[config.mk]
export PLATFORM = sky130hd
export DESIGN_NAME = bom_and_utf8_encoding_detector_core_flat
export DESIGN_NICKNAME = d
export VERILOG_FILES = /design/src/rtl/bom_pkg.sv /design/src/rtl/bom_in_if.sv /design/src/rtl/bom_out_if.sv /design/src/rtl/bom_tracker.sv /design/src/rtl/bom_and_utf8_encoding_detector_core.sv /design/src/flat_wrapper.sv
export SDC_FILE = /design/constraint.sdc
export NUM_CORES = 1
export LEC_CHECK = 0
export BUFFER_PORTS_ARGS = -buffer_cell sky130_fd_sc_hd__buf_4
export CAP_MARGIN = 20
export CORE_UTILIZATION = 45
export CTS_CLUSTER_DIAMETER = 120
export DETAILED_ROUTE_END_ITERATION = 7
export PLACE_DENSITY = 0.73
export SYNTH_ARGS = -nofsm -noshare
export SYNTH_HDL_FRONTEND = slang
export SYNTH_SLANG_ARGS = --single-unit
[constraint.sdc]
create_clock -name clk -period 2.4 [get_ports clk]
set_input_delay 0.12 -clock clk [delete_from_list [all_inputs] [get_ports clk]]
set_output_delay 0.12 -clock clk [all_outputs]
set_load 0.02 [all_outputs]
[src/rtl/bom_pkg.sv]
// ----------------------------------------------------------------------------
// bom_pkg
// Shared types and constants for the BOM and UTF-8 encoding detector.
// ----------------------------------------------------------------------------
package bom_pkg;

    // Encoding codes returned with each result.
    typedef enum logic [2:0] {
        ENC_UTF8    = 3'd0,
        ENC_UTF16LE = 3'd1,
        ENC_UTF16BE = 3'd2,
        ENC_ASCII   = 3'd3,
        ENC_GBK     = 3'd4
    } encoding_t;

    // Confidence levels in whole percent.
    localparam logic [6:0] CONF_FULL  = 7'd100;
    localparam logic [6:0] CONF_HIGH  = 7'd80;
    localparam logic [6:0] CONF_HALF  = 7'd50;

    // Byte markers.
    localparam logic [7:0]  ASCII_MAX    = 8'h7F;
    localparam logic [15:0] UTF8_BOM_HI  = 16'hEFBB;
    localparam logic [7:0]  UTF8_BOM_LO  = 8'hBF;
    localparam logic [15:0] UTF16LE_BOM  = 16'hFFFE;
    localparam logic [15:0] UTF16BE_BOM  = 16'hFEFF;

    // Lead and continuation masks and patterns.
    localparam logic [7:0] CONT_MASK  = 8'hC0;
    localparam logic [7:0] CONT_PAT   = 8'h80;
    localparam logic [7:0] LEAD2_MASK = 8'hE0;
    localparam logic [7:0] LEAD2_PAT  = 8'hC0;
    localparam logic [7:0] LEAD3_MASK = 8'hF0;
    localparam logic [7:0] LEAD3_PAT  = 8'hE0;
    localparam logic [7:0] LEAD4_MASK = 8'hF8;
    localparam logic [7:0] LEAD4_PAT  = 8'hF0;

    // Saturation point of the byte position count.
    localparam logic [1:0] POS_MAX = 2'd3;

    // One input item.
    typedef struct packed {
        logic [7:0] data_byte;
        logic       byte_present;
        logic       last_byte;
    } bom_item_t;

    // One result item.
    typedef struct packed {
        encoding_t  guess;
        logic [6:0] conf;
    } bom_result_t;

endpackage

[src/rtl/bom_in_if.sv]
// ----------------------------------------------------------------------------
// bom_in_if
// Valid/ready channel that carries one stream byte per transfer.
// ----------------------------------------------------------------------------
interface bom_in_if;
    logic       valid;
    logic       ready;
    logic [7:0] data_byte;
    logic       byte_present;
    logic       last_byte;

    modport source (output valid, output data_byte, output byte_present,
                    output last_byte, input ready);
    modport sink   (input valid, input data_byte, input byte_present,
                    input last_byte, output ready);
endinterface

[src/rtl/bom_out_if.sv]
// ----------------------------------------------------------------------------
// bom_out_if
// Valid/ready channel that carries one encoding guess per transfer.
// ----------------------------------------------------------------------------
interface bom_out_if;
    logic       valid;
    logic       ready;
    logic [2:0] encoding_guess;
    logic [6:0] confidence_pct;

    modport source (output valid, output encoding_guess, output confidence_pct,
                    input ready);
    modport sink   (input valid, input encoding_guess, input confidence_pct,
                    output ready);
endinterface

[src/rtl/bom_tracker.sv]
// ----------------------------------------------------------------------------
// bom_tracker
// Stream state (first bytes, BOM flag, UTF-8 structure) and the final guess.
// ----------------------------------------------------------------------------
module bom_tracker
    import bom_pkg::*;
(
    input  logic        clk,
    input  logic        rst_n,
    input  logic        take,
    input  bom_item_t   item,
    output bom_result_t result
);

    logic [1:0]  pos_reg,   pos_next;
    logic [15:0] first_reg, first_next;
    logic        bom_reg,   bom_next;
    logic [1:0]  cont_reg,  cont_next;
    logic        inv_reg,   inv_next;
    logic        multi_reg, multi_next;

    logic [7:0]  b;
    logic        high_byte;
    logic        inv_final;

    assign b         = item.data_byte;
    assign high_byte = (b > ASCII_MAX);

    // Fold one byte into the stream state.
    always_comb
    begin
        pos_next   = pos_reg;
        first_next = first_reg;
        bom_next   = bom_reg;
        cont_next  = cont_reg;
        inv_next   = inv_reg;
        multi_next = multi_reg;
        if (item.byte_present)
        begin
            case (pos_reg)
                2'd0:    first_next = {b, 8'h00};
                2'd1:    first_next = {first_reg[15:8], b};
                2'd2:
                begin
                    if (first_reg == UTF8_BOM_HI && b == UTF8_BOM_LO)
                    begin
                        bom_next = 1'b1;
                    end
                end
                default: first_next = first_reg;
            endcase
            if (pos_reg != POS_MAX)
            begin
                pos_next = pos_reg + 2'd1;
            end
            if (high_byte)
            begin
                multi_next = 1'b1;
            end
            if (cont_reg != 2'd0)
            begin
                if ((b & CONT_MASK) == CONT_PAT)
                begin
                    cont_next = cont_reg - 2'd1;
                end
                else
                begin
                    inv_next  = 1'b1;
                    cont_next = 2'd0;
                end
            end
            else if (high_byte)
            begin
                if ((b & LEAD2_MASK) == LEAD2_PAT)
                begin
                    cont_next = 2'd1;
                end
                else if ((b & LEAD3_MASK) == LEAD3_PAT)
                begin
                    cont_next = 2'd2;
                end
                else if ((b & LEAD4_MASK) == LEAD4_PAT)
                begin
                    cont_next = 2'd3;
                end
                else
                begin
                    inv_next = 1'b1;
                end
            end
        end
    end

    // A sequence still owed at the end counts as broken.
    assign inv_final = inv_next | (cont_next != 2'd0);

    // Final guess from the updated state.
    always_comb
    begin
        if (pos_next == 2'd0)
        begin
            result = '{guess: ENC_UTF8, conf: CONF_FULL};
        end
        else if (pos_next == POS_MAX && bom_next)
        begin
            result = '{guess: ENC_UTF8, conf: CONF_FULL};
        end
        else if (pos_next >= 2'd2 && first_next == UTF16LE_BOM)
        begin
            result = '{guess: ENC_UTF16LE, conf: CONF_FULL};
        end
        else if (pos_next >= 2'd2 && first_next == UTF16BE_BOM)
        begin
            result = '{guess: ENC_UTF16BE, conf: CONF_FULL};
        end
        else if (!inv_final)
        begin
            if (multi_next)
            begin
                result = '{guess: ENC_UTF8, conf: CONF_HIGH};
            end
            else
            begin
                result = '{guess: ENC_ASCII, conf: CONF_FULL};
            end
        end
        else
        begin
            result = '{guess: ENC_GBK, conf: CONF_HALF};
        end
    end

    // State registers; the end of a stream returns everything to reset.
    always_ff @(posedge clk or negedge rst_n)
    begin
        if (!rst_n)
        begin
            pos_reg   <= 2'd0;
            first_reg <= 16'h0000;
            bom_reg   <= 1'b0;
            cont_reg  <= 2'd0;
            inv_reg   <= 1'b0;
            multi_reg <= 1'b0;
        end
        else if (take)
        begin
            if (item.last_byte)
            begin
                pos_reg   <= 2'd0;
                first_reg <= 16'h0000;
                bom_reg   <= 1'b0;
                cont_reg  <= 2'd0;
                inv_reg   <= 1'b0;
                multi_reg <= 1'b0;
            end
            else
            begin
                pos_reg   <= pos_next;
                first_reg <= first_next;
                bom_reg   <= bom_next;
                cont_reg  <= cont_next;
                inv_reg   <= inv_next;
                multi_reg <= multi_next;
            end
        end
    end

endmodule

[src/rtl/bom_and_utf8_encoding_detector_core.sv]
// ----------------------------------------------------------------------------
// bom_and_utf8_encoding_detector_core
// Guesses the encoding of a byte stream from its BOM and UTF-8 structure.
// ----------------------------------------------------------------------------
// Path: the last item waits in the input register, and the result register
// loads its guess when that item advances, which raises the output valid.
// Throughput: one item per cycle; a last item waits in the input register
// only while an earlier result is still held on the output.
// Reset: rst_n clears the stream state and both valid flags asynchronously.
// ----------------------------------------------------------------------------
module bom_and_utf8_encoding_detector_core
    import bom_pkg::*;
(
    input  logic      clk,
    input  logic      rst_n,
    bom_in_if.sink    stream,
    bom_out_if.source verdict
);

    logic        in_valid_reg;
    bom_item_t   in_item_reg;
    logic        out_valid_reg;
    bom_result_t out_result_reg;

    bom_result_t result;
    logic        advance;
    logic        out_free;

    // The held item moves on when it makes no result or the result slot frees.
    assign out_free = !out_valid_reg || verdict.ready;
    assign advance  = in_valid_reg && (!in_item_reg.last_byte || out_free);
    assign stream.ready = !in_valid_reg || advance;

    // Input register.
    always_ff @(posedge clk or negedge rst_n)
    begin
        if (!rst_n)
        begin
            in_valid_reg <= 1'b0;
        end
        else if (stream.ready)
        begin
            in_valid_reg <= stream.valid;
        end
    end

    always_ff @(posedge clk)
    begin
        if (stream.ready && stream.valid)
        begin
            in_item_reg <= '{data_byte:    stream.data_byte,
                             byte_present: stream.byte_present,
                             last_byte:    stream.last_byte};
        end
    end

    // Stream state and the guess.
    bom_tracker u_tracker (
        .clk    (clk),
        .rst_n  (rst_n),
        .take   (advance),
        .item   (in_item_reg),
        .result (result)
    );

    // Result register.
    always_ff @(posedge clk or negedge rst_n)
    begin
        if (!rst_n)
        begin
            out_valid_reg <= 1'b0;
        end
        else if (advance && in_item_reg.last_byte)
        begin
            out_valid_reg <= 1'b1;
        end
        else if (verdict.ready)
        begin
            out_valid_reg <= 1'b0;
        end
    end

    always_ff @(posedge clk)
    begin
        if (advance && in_item_reg.last_byte)
        begin
            out_result_reg <= result;
        end
    end

    assign verdict.valid          = out_valid_reg;
    assign verdict.encoding_guess = out_result_reg.guess;
    assign verdict.confidence_pct = out_result_reg.conf;

endmodule
[src/flat_wrapper.sv]
// flat-port wrapper written by rule: the top's interface ports become plain ports
module bom_and_utf8_encoding_detector_core_flat import bom_pkg::*;
  (clk, rst_n, stream_valid, stream_data_byte, stream_byte_present, stream_last_byte, stream_ready, verdict_valid, verdict_encoding_guess, verdict_confidence_pct, verdict_ready);
  bom_in_if stream_i ();
  bom_out_if verdict_i ();
  input  logic clk;
  input  logic rst_n;
  input wire logic [$bits(stream_i.valid)-1:0] stream_valid;
  input wire logic [$bits(stream_i.data_byte)-1:0] stream_data_byte;
  input wire logic [$bits(stream_i.byte_present)-1:0] stream_byte_present;
  input wire logic [$bits(stream_i.last_byte)-1:0] stream_last_byte;
  output wire logic [$bits(stream_i.ready)-1:0] stream_ready;
  output wire logic [$bits(verdict_i.valid)-1:0] verdict_valid;
  output wire logic [$bits(verdict_i.encoding_guess)-1:0] verdict_encoding_guess;
  output wire logic [$bits(verdict_i.confidence_pct)-1:0] verdict_confidence_pct;
  input wire logic [$bits(verdict_i.ready)-1:0] verdict_ready;
  assign stream_i.valid = stream_valid;
  assign stream_i.data_byte = stream_data_byte;
  assign stream_i.byte_present = stream_byte_present;
  assign stream_i.last_byte = stream_last_byte;
  assign stream_ready = stream_i.ready;
  assign verdict_valid = verdict_i.valid;
  assign verdict_encoding_guess = verdict_i.encoding_guess;
  assign verdict_confidence_pct = verdict_i.confidence_pct;
  assign verdict_i.ready = verdict_ready;
  bom_and_utf8_encoding_detector_core u_core (.clk(clk), .rst_n(rst_n), .stream(stream_i), .verdict(verdict_i));
endmodule
==> results of run 1 <==
## timing repair
| item | in CTS | in global routing |
|---|---|---|
| hold buffers | 10 | 1 |
| resized for setup | 0 | 2 |
| setup endpoints to repair | 0 | 1 |
| hold endpoints to repair | 34 | 1 |
## layout by cell type (no fill, tap or decap), types with 2 or more instances in the layout
master,n
edfxtp_1,17
a21oi_1,8
inv_1,9
a22oi_1,16
nand4_1,5
o21ai_0,11
and3_1,2
o21ai_1,8
nor2_1,15
clkbuf_8,6
nor3_1,3
nor2b_1,3
nand3_1,9
or3b_1,2
dlygate4sd3_1,11
dfrtp_1,24
buf_4,33
o22ai_1,3
and2_1,3
a31oi_1,3
o32ai_1,3
nand4b_1,3
o21a_1,2
conb_1,2
nand2b_1,5
or3_1,3
nand2_1,20
## layout make-up
| class | instances | area [um^2] |
|---|---|---|
| Multi-Input combinational cell | 147 | 869.6 |
| Inverter | 9 | 33.78 |
| Clock buffer | 6 | 82.58 |
| Sequential cell | 42 | 1137 |
| Fill cell | 397 | 1886 |
| Timing Repair Buffer | 44 | 357.8 |
| Clock inverter | 2 | 12.51 |
| Tap cell | 52 | 65.06 |
## how the worst max path moves through the flow
stage | startpoint | to | slack, ns | depth (start not counted)
after floorplan | u_core.u_tracker.pos_reg[1] | u_core.verdict.confidence_pct[4] | 0.19 | 7
after global placement | u_core.u_tracker.pos_reg[1] | u_core.verdict.confidence_pct[4] | 0.17 | 6
after detailed placement | u_core.u_tracker.pos_reg[1] | u_core.verdict.confidence_pct[4] | 0.12 | 6
after CTS | u_core.u_tracker.pos_reg[1] | u_core.verdict.confidence_pct[4] | 0.12 | 6
after global routing | u_core.u_tracker.first_reg[12] | u_core.verdict.confidence_pct[4] | 0.02 | 6
final | u_core.u_tracker.first_reg[12] | u_core.verdict.confidence_pct[4] | 0.13 | 6
## routing by layer
layer | share of wire, % | wire, um
met1 | 43 | 2132
met2 | 51 | 2539
met3 | 4.2 | 210
met4 | 1.9 | 95
met5 | 0 | 0
## logic make-up (layout without fill, tap and decap cells)
logic type	Yosys count	count (layout)
fa+ha+maj	1	1
simple gates	81	81
flops	42	42
buf+inv	25	61
other cells	1	2
compound gates	63	63
## power by group
group          switching, mW  total, mW  leakage (nW)  internal [mW]
logic                  0.219      0.405         0.487          0.186
registers             0.0918      0.947         0.493          0.855
clock network          0.247      0.478        0.0472          0.231
total                  0.558       1.83          1.03           1.27
## worst max-delay path, delay by kind of cell (launching register included)
kind,cells,cell delay (ns)
AO/OA/AOI/OAI,2,0.66
flip-flops,1,0.43
AND/OR/NAND/NOR,4,0.96
==> out/summary.txt, run 1 <==
Fin Hold WS: 0.01329 ns
Busiest grt layer: met2
Post-synth top cells: 25 x dfrtp_1, 20 x nand2_1, 17 x edfxtp_1
Number of antenna diodes: 0
Crit Path Class: reg -> reg
Vias in the first global route: 1,792
IO buf count: 23
Met3 Track Usage GR: 4.843%
Hold depth: 2
Fin crit share: 94.47%
Grt ovf: 0
Element type at the critical path end: flop
Worst Path Arrival: 2.33 ns
Average vias per placed instance: 5.868
Largest family of logic cells by synthesized area: simple AND/OR/NAND/NOR gates
Synth warn: 0
Status: complete, but fails checks
Slew headroom: 63.88%
Antenna violations before repair: 0
First-pass GRT wire length: 8.404 mm
Final hold vios: 0
Cell Area, Placed: 2346 um^2
Worst Hold End: u_core.in_valid_reg
Post-synth top area share: 29.59%
Synthesized-area fraction occupied by adder cells: 0.5917%
Post-DRT Antenna Nets: 0
Die height: 70.55 um
Fin. max-slew vios: 0
Vias after detailed routing: 1,772
Setup TNS: 0 ns
MaxCap Viol Count: 0
Mapped Area: 2115 um^2
R2R Setup Slk: 0.13 ns
WP data required: 2.46 ns
Max IR drop VDD: 0.5379 mV
Worst slew pin tran: 0.5398 ns
Netlist cell types: 47
Core area: 4444 um^2
Pwr Density: 715.3 nW/um^2
Residual DRC: 2
Dpl hpwl: 3.444 mm
Total CTS buffers: 5
Post-Synthesis Cells: 213
Clk_skew: 0.005438 ns
Setup crit start kind: flop
Max reg flops: 16
Row count: 24
Die width: 70.55 um
Max stage delay cell, worst path: or4_1
Final setup viols: 0
Synth area leaders: dfrtp_1 30%, edfxtp_1 24%, a22oi_1 5.7%, nand2_1 3.6%, nor2_1 2.7%
Syn-to-layout area delta: 21.01%
Worst setup margin: 0.1327 ns
Clock Pin Slew Worst Setup and Hold Paths: 0.08 ns
EDFF count, synth: 17
Ys flop type: dfrtp_1
#FFs+latches synth: 42
Layout cell share with drive strength beyond 1: 18.00%
Synth Area in Simple Gates: 20.41%
Fmax: 441.0 MHz
Worst hold path type: in -> reg
CP cell instances: nand4b_1, or4_1, o41a_1, o21ai_2, nor2_1, and2_1
First-pass DRT Iterations: 7
Post-Syn Area per Cell: 9.927 um^2
Hold Crit Start: stream_valid
CTS tree: done
Largest net degree at the start of global routing: 26
Seq/Total Area, Yosys: 53.73%
Compound-Gate Fraction of Synth Area: 19.47%
Minimum clock period: 2.267 ns
DP Worst Slack: 0.1227 ns
RSZ-0062 raised after global routing: no
Die footprint: 4977 um^2
I/O pins: 26
Count leader, synth: dfrtp_1
Post-synthesis mux area share: 0%
Crit path max fanout: 5
Routability cong.: 0.9681
Setup Buffers After CTS: 0
Clock buffer depth: 2
Failing checks: DRC
Final Power: 1.830 mW
Wire length per cell: 16.48 um
Met2 GRT Util: 37.86%
R2r endpoint: u_core.verdict.confidence_pct[4]
Critical Path Max Stage Delay: 0.54 ns
Leak Pwr: 1.026 nW
Finished Core Util: 57.57%
Htree depth: 2
CTS root buf: clkbuf_8
Post-synth top area cell: dfrtp_1
Post-route cell area: 2559 um^2
Placed Instances: 283
Non-Filler Instances: 302
Worst flop-to-flop path startpoint: u_core.u_tracker.first_reg[12]
Post-Synth XOR/XNOR Area: 0%
Met1 Use GR: 27.25%
GRT Overall Usage: 22.23%
Worst Reg-to-Reg Cells: 6
1st-iter DRT viols: 179
Async SR Flop Fraction: 59.52%
Skew-Pair Late Insertion Delay: 0.30 ns
Fin nets: 264
Clk sink count: 42
Routed wire length: 4.978 mm
Starting Density: 47.58%
(Power assumes the default switching activity.)
==> inputs of run 2 (changes only) <==
CELL_PAD_IN_SITES_DETAIL_PLACEMENT = 0   (was not set)
CELL_PAD_IN_SITES_GLOBAL_PLACEMENT = 1   (was not set)
PLACE_DENSITY = 0.88   (was 0.73)
clock period = 2.69 ns   (was 2.4 ns; I/O delays follow)
==> run 2 against run 1 <==
Compared with the run above:
- the flow still finishes with violations (DRC)
- critical path depth increased by 1
- global-route usage decreased by 2.4 points
- critical path type unchanged
- setup slack improved by 0.25 ns
- largest cell class unchanged
- clock-buffer cell count unchanged
==> out/summary.txt, run 2 (same netlist as run 1, synthesis figures left out) <==
Status: complete, but fails checks
Failing checks: DRC
Setup Buffers After CTS: 0 (unchanged)
Clk sink count: 42 (unchanged)
Clk_skew: 0.004297 ns (-0.001141 ns)
NetSw: 0.4760 mW (-15%)
Average vias per placed instance: 5.906 (+0.66%)
Multi-input gate area: 863.3 um^2 (-0.72%)
Hold depth: 1 (-1)
Sw Ratio: 29.95% (-0.53 points)
Layout fillers: 388 (-2.3%)
Worst Reg-to-Reg Cells: 7 (+1)
First-pass DRT Iterations: 6 (-1)
Setup TNS: 0 ns (unchanged)
CTS root buf: clkbuf_8
Pwr Density: 656.5 nW/um^2 (-8.2%)
Placed Instances: 279 (-1.4%)
Final Power: 1.589 mW (-13%)
Minimum clock period: 2.309 ns (+0.04215 ns)
Met1 Use GR: 28.00% (+0.76 points)
Number of antenna diodes: 0 (unchanged)
Starting Density: 47.58% (unchanged)
Worst hold path type: in -> reg
Crit Path Class: reg -> reg
Residual DRC: 4 (+2)
Non-Filler Instances: 288 (-4.6%)
Core area: 4444 um^2 (unchanged)
Leak Pwr: 0.9666 nW (-5.8%)
Commonest non-fill, non-tap cell in the layout: buf_4
Worst Path Arrival: 2.37 ns (+0.04 ns)
Row count: 24 (unchanged)
Setup crit start kind: flop
Internal: 1.113 mW (-12%)
Largest net degree at the start of global routing: 26 (unchanged)
Fin. max-slew vios: 0 (unchanged)
WP data required: 2.75 ns (+0.29 ns)
Crit path max fanout: 8 (+3)
Most frequent cells in the layout: 29 x buf_4, 25 x dfrtp_1, 20 x nand2_1, 17 x edfxtp_1, 16 x a22oi_1
Skew-Pair Late Insertion Delay: 0.29 ns (about the same)
Element type at the critical path end: flop
IO buf count: 23 (unchanged)
Fin nets: 250 (-5.3%)
Clock buffer depth: 2 (unchanged)
Met2 GRT Util: 30.96% (-6.9 points)
Antenna violations before repair: 0 (unchanged)
Vias in the first global route: 1,598 (-11%)
Fin Hold WS: 0.01565 ns (+0.002363 ns)
Fmax: 433.0 MHz (-1.8%)
Layout cell share with drive strength beyond 1: 16.53% (-1.5 points)
DP Worst Slack: 0.4037 ns (+0.2810 ns)
Met3 Track Usage GR: 3.989% (-0.85 points)
Die footprint: 4977 um^2 (unchanged)
Clock Pin Slew Worst Setup and Hold Paths: 0.08 ns (about the same)
Dpl hpwl: 3.225 mm (-6.4%)
Clock power share: 26.2% (about the same)
Max IR drop VDD: 0.3990 mV (-26%)
Max reg flops: 16 (unchanged)
Grt ovf: 0 (unchanged)
Htree depth: 2 (unchanged)
Syn-to-layout area delta: 14.50%
MaxCap Viol Count: 0 (unchanged)
Sequential fraction of design power: 53.6% (+1.9 points)
First-pass GRT wire length: 7.645 mm (-9.0%)
Die height: 70.55 um (unchanged)
Post-DRT Antenna Nets: 0 (unchanged)
Busiest grt layer: met2
Worst setup margin: 0.3805 ns (+0.2478 ns)
RSZ-0062 raised after global routing: no
Wire length per cell: 15.60 um (-5.3%)
Worst slew pin tran: 0.5584 ns (+0.01861 ns)
I/O pins: 26 (unchanged)
Vias after detailed routing: 1,701 (-4.0%)
Final hold vios: 0 (unchanged)
Total CTS buffers: 5 (unchanged)
Routed wire length: 4.494 mm (-9.7%)
Routability cong.: 0.8815 (-8.9%)
Final setup viols: 0 (unchanged)
Slew headroom: 62.66% (-1.2 points)
1st-iter DRT viols: 108 (-40%)
Die width: 70.55 um (unchanged)
Register area: 1136 um^2 (-0.11%)
Combinational power share: 20.2% (-1.9 points)
CTS tree: done
Fin crit share: 85.85% (-8.6 points)
GRT Overall Usage: 19.78% (-2.4 points)
==> run 2: worst paths after layout <==
| path | from | endpoint | slack [ns] |
|---|---|---|---|
| worst max-delay path | u_core.in_item_reg[1] | u_core.verdict.confidence_pct[4] | 0.38 |
| worst min-delay path | stream_byte_present | u_core.in_item_reg[1] | 0.02 |
| worst max register to register | u_core.in_item_reg[1] | u_core.verdict.confidence_pct[4] | 0.38 |
| worst min register to register | u_core.u_tracker.first_reg[5] | u_core.u_tracker.first_reg[5] | 0.52 |
| max in group asynchronous | rst_n | u_core.u_tracker.first_reg[7] | 2.15 |
| min in group asynchronous | rst_n | u_core.u_tracker.first_reg[0] | 0.29 |
==> run 2: worst max-delay path: stages, from the launching register on <==
cell	delay (ns)
edfxtp_1	0.51
and2b_1	0.27
o32ai_1	0.25
nand4b_1	0.19
nor4_1	0.45
buf_4	0.20
nor2_1	0.06
and2_1	0.14
==> run 2: final cells by class <==
type                       instances  area share (%)
multi-input combinational        147           35.66
sequential                        42           46.93
clock buffer                       6           3.411
clock inverter                     2          0.5168
inverter                           9           1.395
timing repair buffer              30           9.406
tap                               52           2.687
==> run 2: layer usage <==
layer	routed length, um	vias up
met5	0	-
met3	255	6
met2	2079	64
met1	2100	804
li1	-	827
met4	59	0
==> run 2: through the flow <==
| step | util, % | area [um^2] |
|---|---|---|
| after floorplan | - | 2118 |
| after global placement | 52.11 | 2316 |
| after detailed placement | 52.11 | 2316 |
| after CTS | 54.48 | 2421 |
| after global routing | 54.48 | 2421 |
| final | 54.48 | 2421 |
==> run 2: what timing repair did <==
action                                 4_1_cts  5_1_grt
endpoints found under the hold margin       25        0
hold buffers                                 1        0
resized for setup                            0        0
==> run 2: power groups by stage <==
stage               registers, mW  logic, mW  clock network, mW
floorplan                   0.843      0.239                  0
global placement            0.862      0.318                  0
detailed placement          0.862      0.322                  0
CTS                         0.849      0.323              0.424
global route                0.864      0.360              0.446
finish                      0.852      0.321              0.416
==> inputs of run 3 (changes only) <==
CORE_UTILIZATION = 48   (was 45)
PLACE_DENSITY = 0.93   (was 0.88)
==> run 3 against run 2 <==
Compared with the run above:
- the flow now finishes without violations
- flip-flop and latch count stayed put
- largest power group unchanged
- sequential power hardly changed
- maximum frequency is 2.9% lower
- global-route usage is 2.3 points higher
- final cell count up 1.4%
- first-iteration DRC count rose by 24%
- critical path type unchanged
- clock power rose by 21%
==> out/summary.txt, run 3 (same netlist as run 1, synthesis figures left out) <==
Critical Path Max Stage Delay: 0.56 ns (+0.05 ns)
Hold depth: 1 (unchanged)
CP cell instances: and3b_1, a22oi_1, or4b_1, or3_4, a21boi_1, and2_1
Htree depth: 2 (unchanged)
Final hold vios: 0 (unchanged)
Die footprint: 4674 um^2 (-6.1%)
Leak Pwr: 1.003 nW (+3.8%)
Clock Pin Slew Worst Setup and Hold Paths: 0.08 ns (about the same)
Routability cong.: 0.9780 (+11%)
Die width: 68.37 um (-3.1%)
Die height: 68.37 um (-3.1%)
Wire length per cell: 16.01 um (+2.6%)
Vias in the first global route: 1,544 (-3.4%)
First-pass DRT Iterations: 5 (-1)
Commonest non-fill, non-tap cell in the layout: buf_4
Routed wire length: 4.676 mm (+4.0%)
Largest net degree at the start of global routing: 26 (unchanged)
Max reg flops: 16 (unchanged)
Max stage delay cell, worst path: edfxtp_1
Minimum clock period: 2.378 ns (+0.06895 ns)
Status: finished clean
WP data required: 2.74 ns (about the same)
Element type at the critical path end: flop
CP Buf/Inv Count: 0 (-1)
GRT Overall Usage: 22.05% (+2.3 points)
Starting Density: 51.38% (+3.8 points)
Number of antenna diodes: 0 (unchanged)
Pwr Density: 678.3 nW/um^2 (+3.3%)
Clock buffer depth: 2 (unchanged)
Crit path depth: 6 (-1)
Crit Path Class: reg -> reg
Average vias per placed instance: 6.065 (+2.7%)
Layout cell share with drive strength beyond 1: 16.53% (about the same)
Crit path max fanout: 11 (+3)
First-pass GRT wire length: 7.431 mm (-2.8%)
CTS root buf: clkbuf_8
Grt ovf: 0 (unchanged)
Cell Area, Placed: 2321 um^2 (+0.22%)
Total CTS buffers: 5 (unchanged)
Clk sink count: 42 (unchanged)
Fin. max-slew vios: 0 (unchanged)
I/O pins: 26 (unchanged)
1st-iter DRT viols: 134 (+24%)
Worst Reg-to-Reg Cells: 6 (-1)
Worst hold path type: in -> reg
Largest delay share family, worst path: simple AND/OR/NAND/NOR gates
Fin crit share: 88.42% (+2.6 points)
Row count: 23 (-4.2%)
Vias after detailed routing: 1,771 (+4.1%)
MaxCap Viol Count: 0 (unchanged)
CTS tree: done
IO buf count: 23 (unchanged)
Post-route cell area: 2494 um^2 (+3.0%)
Worst slew pin tran: 0.5739 ns (+0.01547 ns)
Dpl hpwl: 3.331 mm (+3.3%)
Final Power: 1.691 mW (+6.4%)
Setup TNS: 0 ns (unchanged)
Fmax: 420.4 MHz (-2.9%)
Max IR drop VDD: 0.4604 mV (+15%)
Clk_skew: 0.007627 ns (+0.003330 ns)
RSZ-0062 raised after global routing: no
Residual DRC: 0 (-4)
Most frequent cells in the layout: 30 x buf_4, 25 x dfrtp_1, 20 x nand2_1, 17 x edfxtp_1, 16 x a22oi_1
Antenna violations before repair: 0 (unchanged)
Skew-Pair Late Insertion Delay: 0.30 ns (about the same)
Syn-to-layout area delta: 17.93%
Setup crit start kind: flop
Final setup viols: 0 (unchanged)
Worst Path Arrival: 2.43 ns (+0.06 ns)
Core area: 4115 um^2 (-7.4%)
Slew headroom: 60.75% (-1.9 points)
Fin nets: 256 (+2.4%)
Post-DRT Antenna Nets: 0 (unchanged)
## run 3: changes by cell type in the layout (fill, tap and decap cells not counted), sizes merged
cell         before  now
clkinvlp          1    0
inv               9   10
bufinv            0    1
clkbuf            6    5
dlygate4sd3       1    6
buf              29   30
## run 3: worst reg2reg max path: cells and delay by family (launching register included)
kind	cells	cell delay [ns]
AND/OR/NAND/NOR	4	1.33
flip-flops	1	0.56
AO/OA/AOI/OAI	2	0.25
## run 3: layout make-up
class / instances / area [um^2]
Clock inverter: 3 / 43.79
Clock buffer: 5 / 68.82
Timing Repair Buffer: 36 / 285.3
Tap cell: 50 / 62.56
Multi-Input combinational cell: 147 / 863.3
Fill cell: 354 / 1622
Sequential cell: 42 / 1136
Inverter: 9 / 33.78
## run 3: path summary, 6_finish.rpt
check	from	endpoint	slack, ns
min in group asynchronous	rst_n	u_core.u_tracker.first_reg[7]	0.28
max in group asynchronous	rst_n	u_core.u_tracker.bom_reg	2.15
setup / recovery	u_core.in_item_reg[1]	u_core.verdict.confidence_pct[4]	0.31
hold reg to reg	u_core.u_tracker.first_reg[6]	u_core.u_tracker.first_reg[6]	0.52
setup reg to reg	u_core.in_item_reg[1]	u_core.verdict.confidence_pct[4]	0.31
hold / removal	stream_data_byte[1]	u_core.in_item_reg[3]	0.01
## run 3: metrics by stage
stage / setup WS [ns] / util [%] / std cells / hold WS (ns)
after floorplan: 0.4831 / - / 214 / -0.1611
after global placement: 0.4028 / 56.40 / 278 / 0.06312
after detailed placement: 0.3516 / 56.40 / 278 / 0.06316
after CTS: 0.3302 / 59.38 / 287 / 0.006842
after global routing: 0.2327 / 60.60 / 292 / 0.003830
final: 0.3116 / 60.60 / 292 / 0.01345
## run 3: where the power goes
| group | leakage [nW] | internal [mW] | switching [mW] |
|---|---|---|---|
| clock network | 0.0585 | 0.278 | 0.224 |
| registers | 0.494 | 0.762 | 0.0930 |
| logic | 0.451 | 0.152 | 0.182 |
| total | 1.00 | 1.19 | 0.499 |
## run 3: what timing repair did
item	4_1_cts	5_1_grt
hold endpoints to repair	25	5
setup buffers	0	0
hold buffers	1	5
resized for setup	0	0
## run 3: metal layers
metal	part of all wire [%]	track usage [%]
met5	0	0
met2	47	34.19
met1	45	31.01
met3	6.8	5.000
met4	1.3	5.729
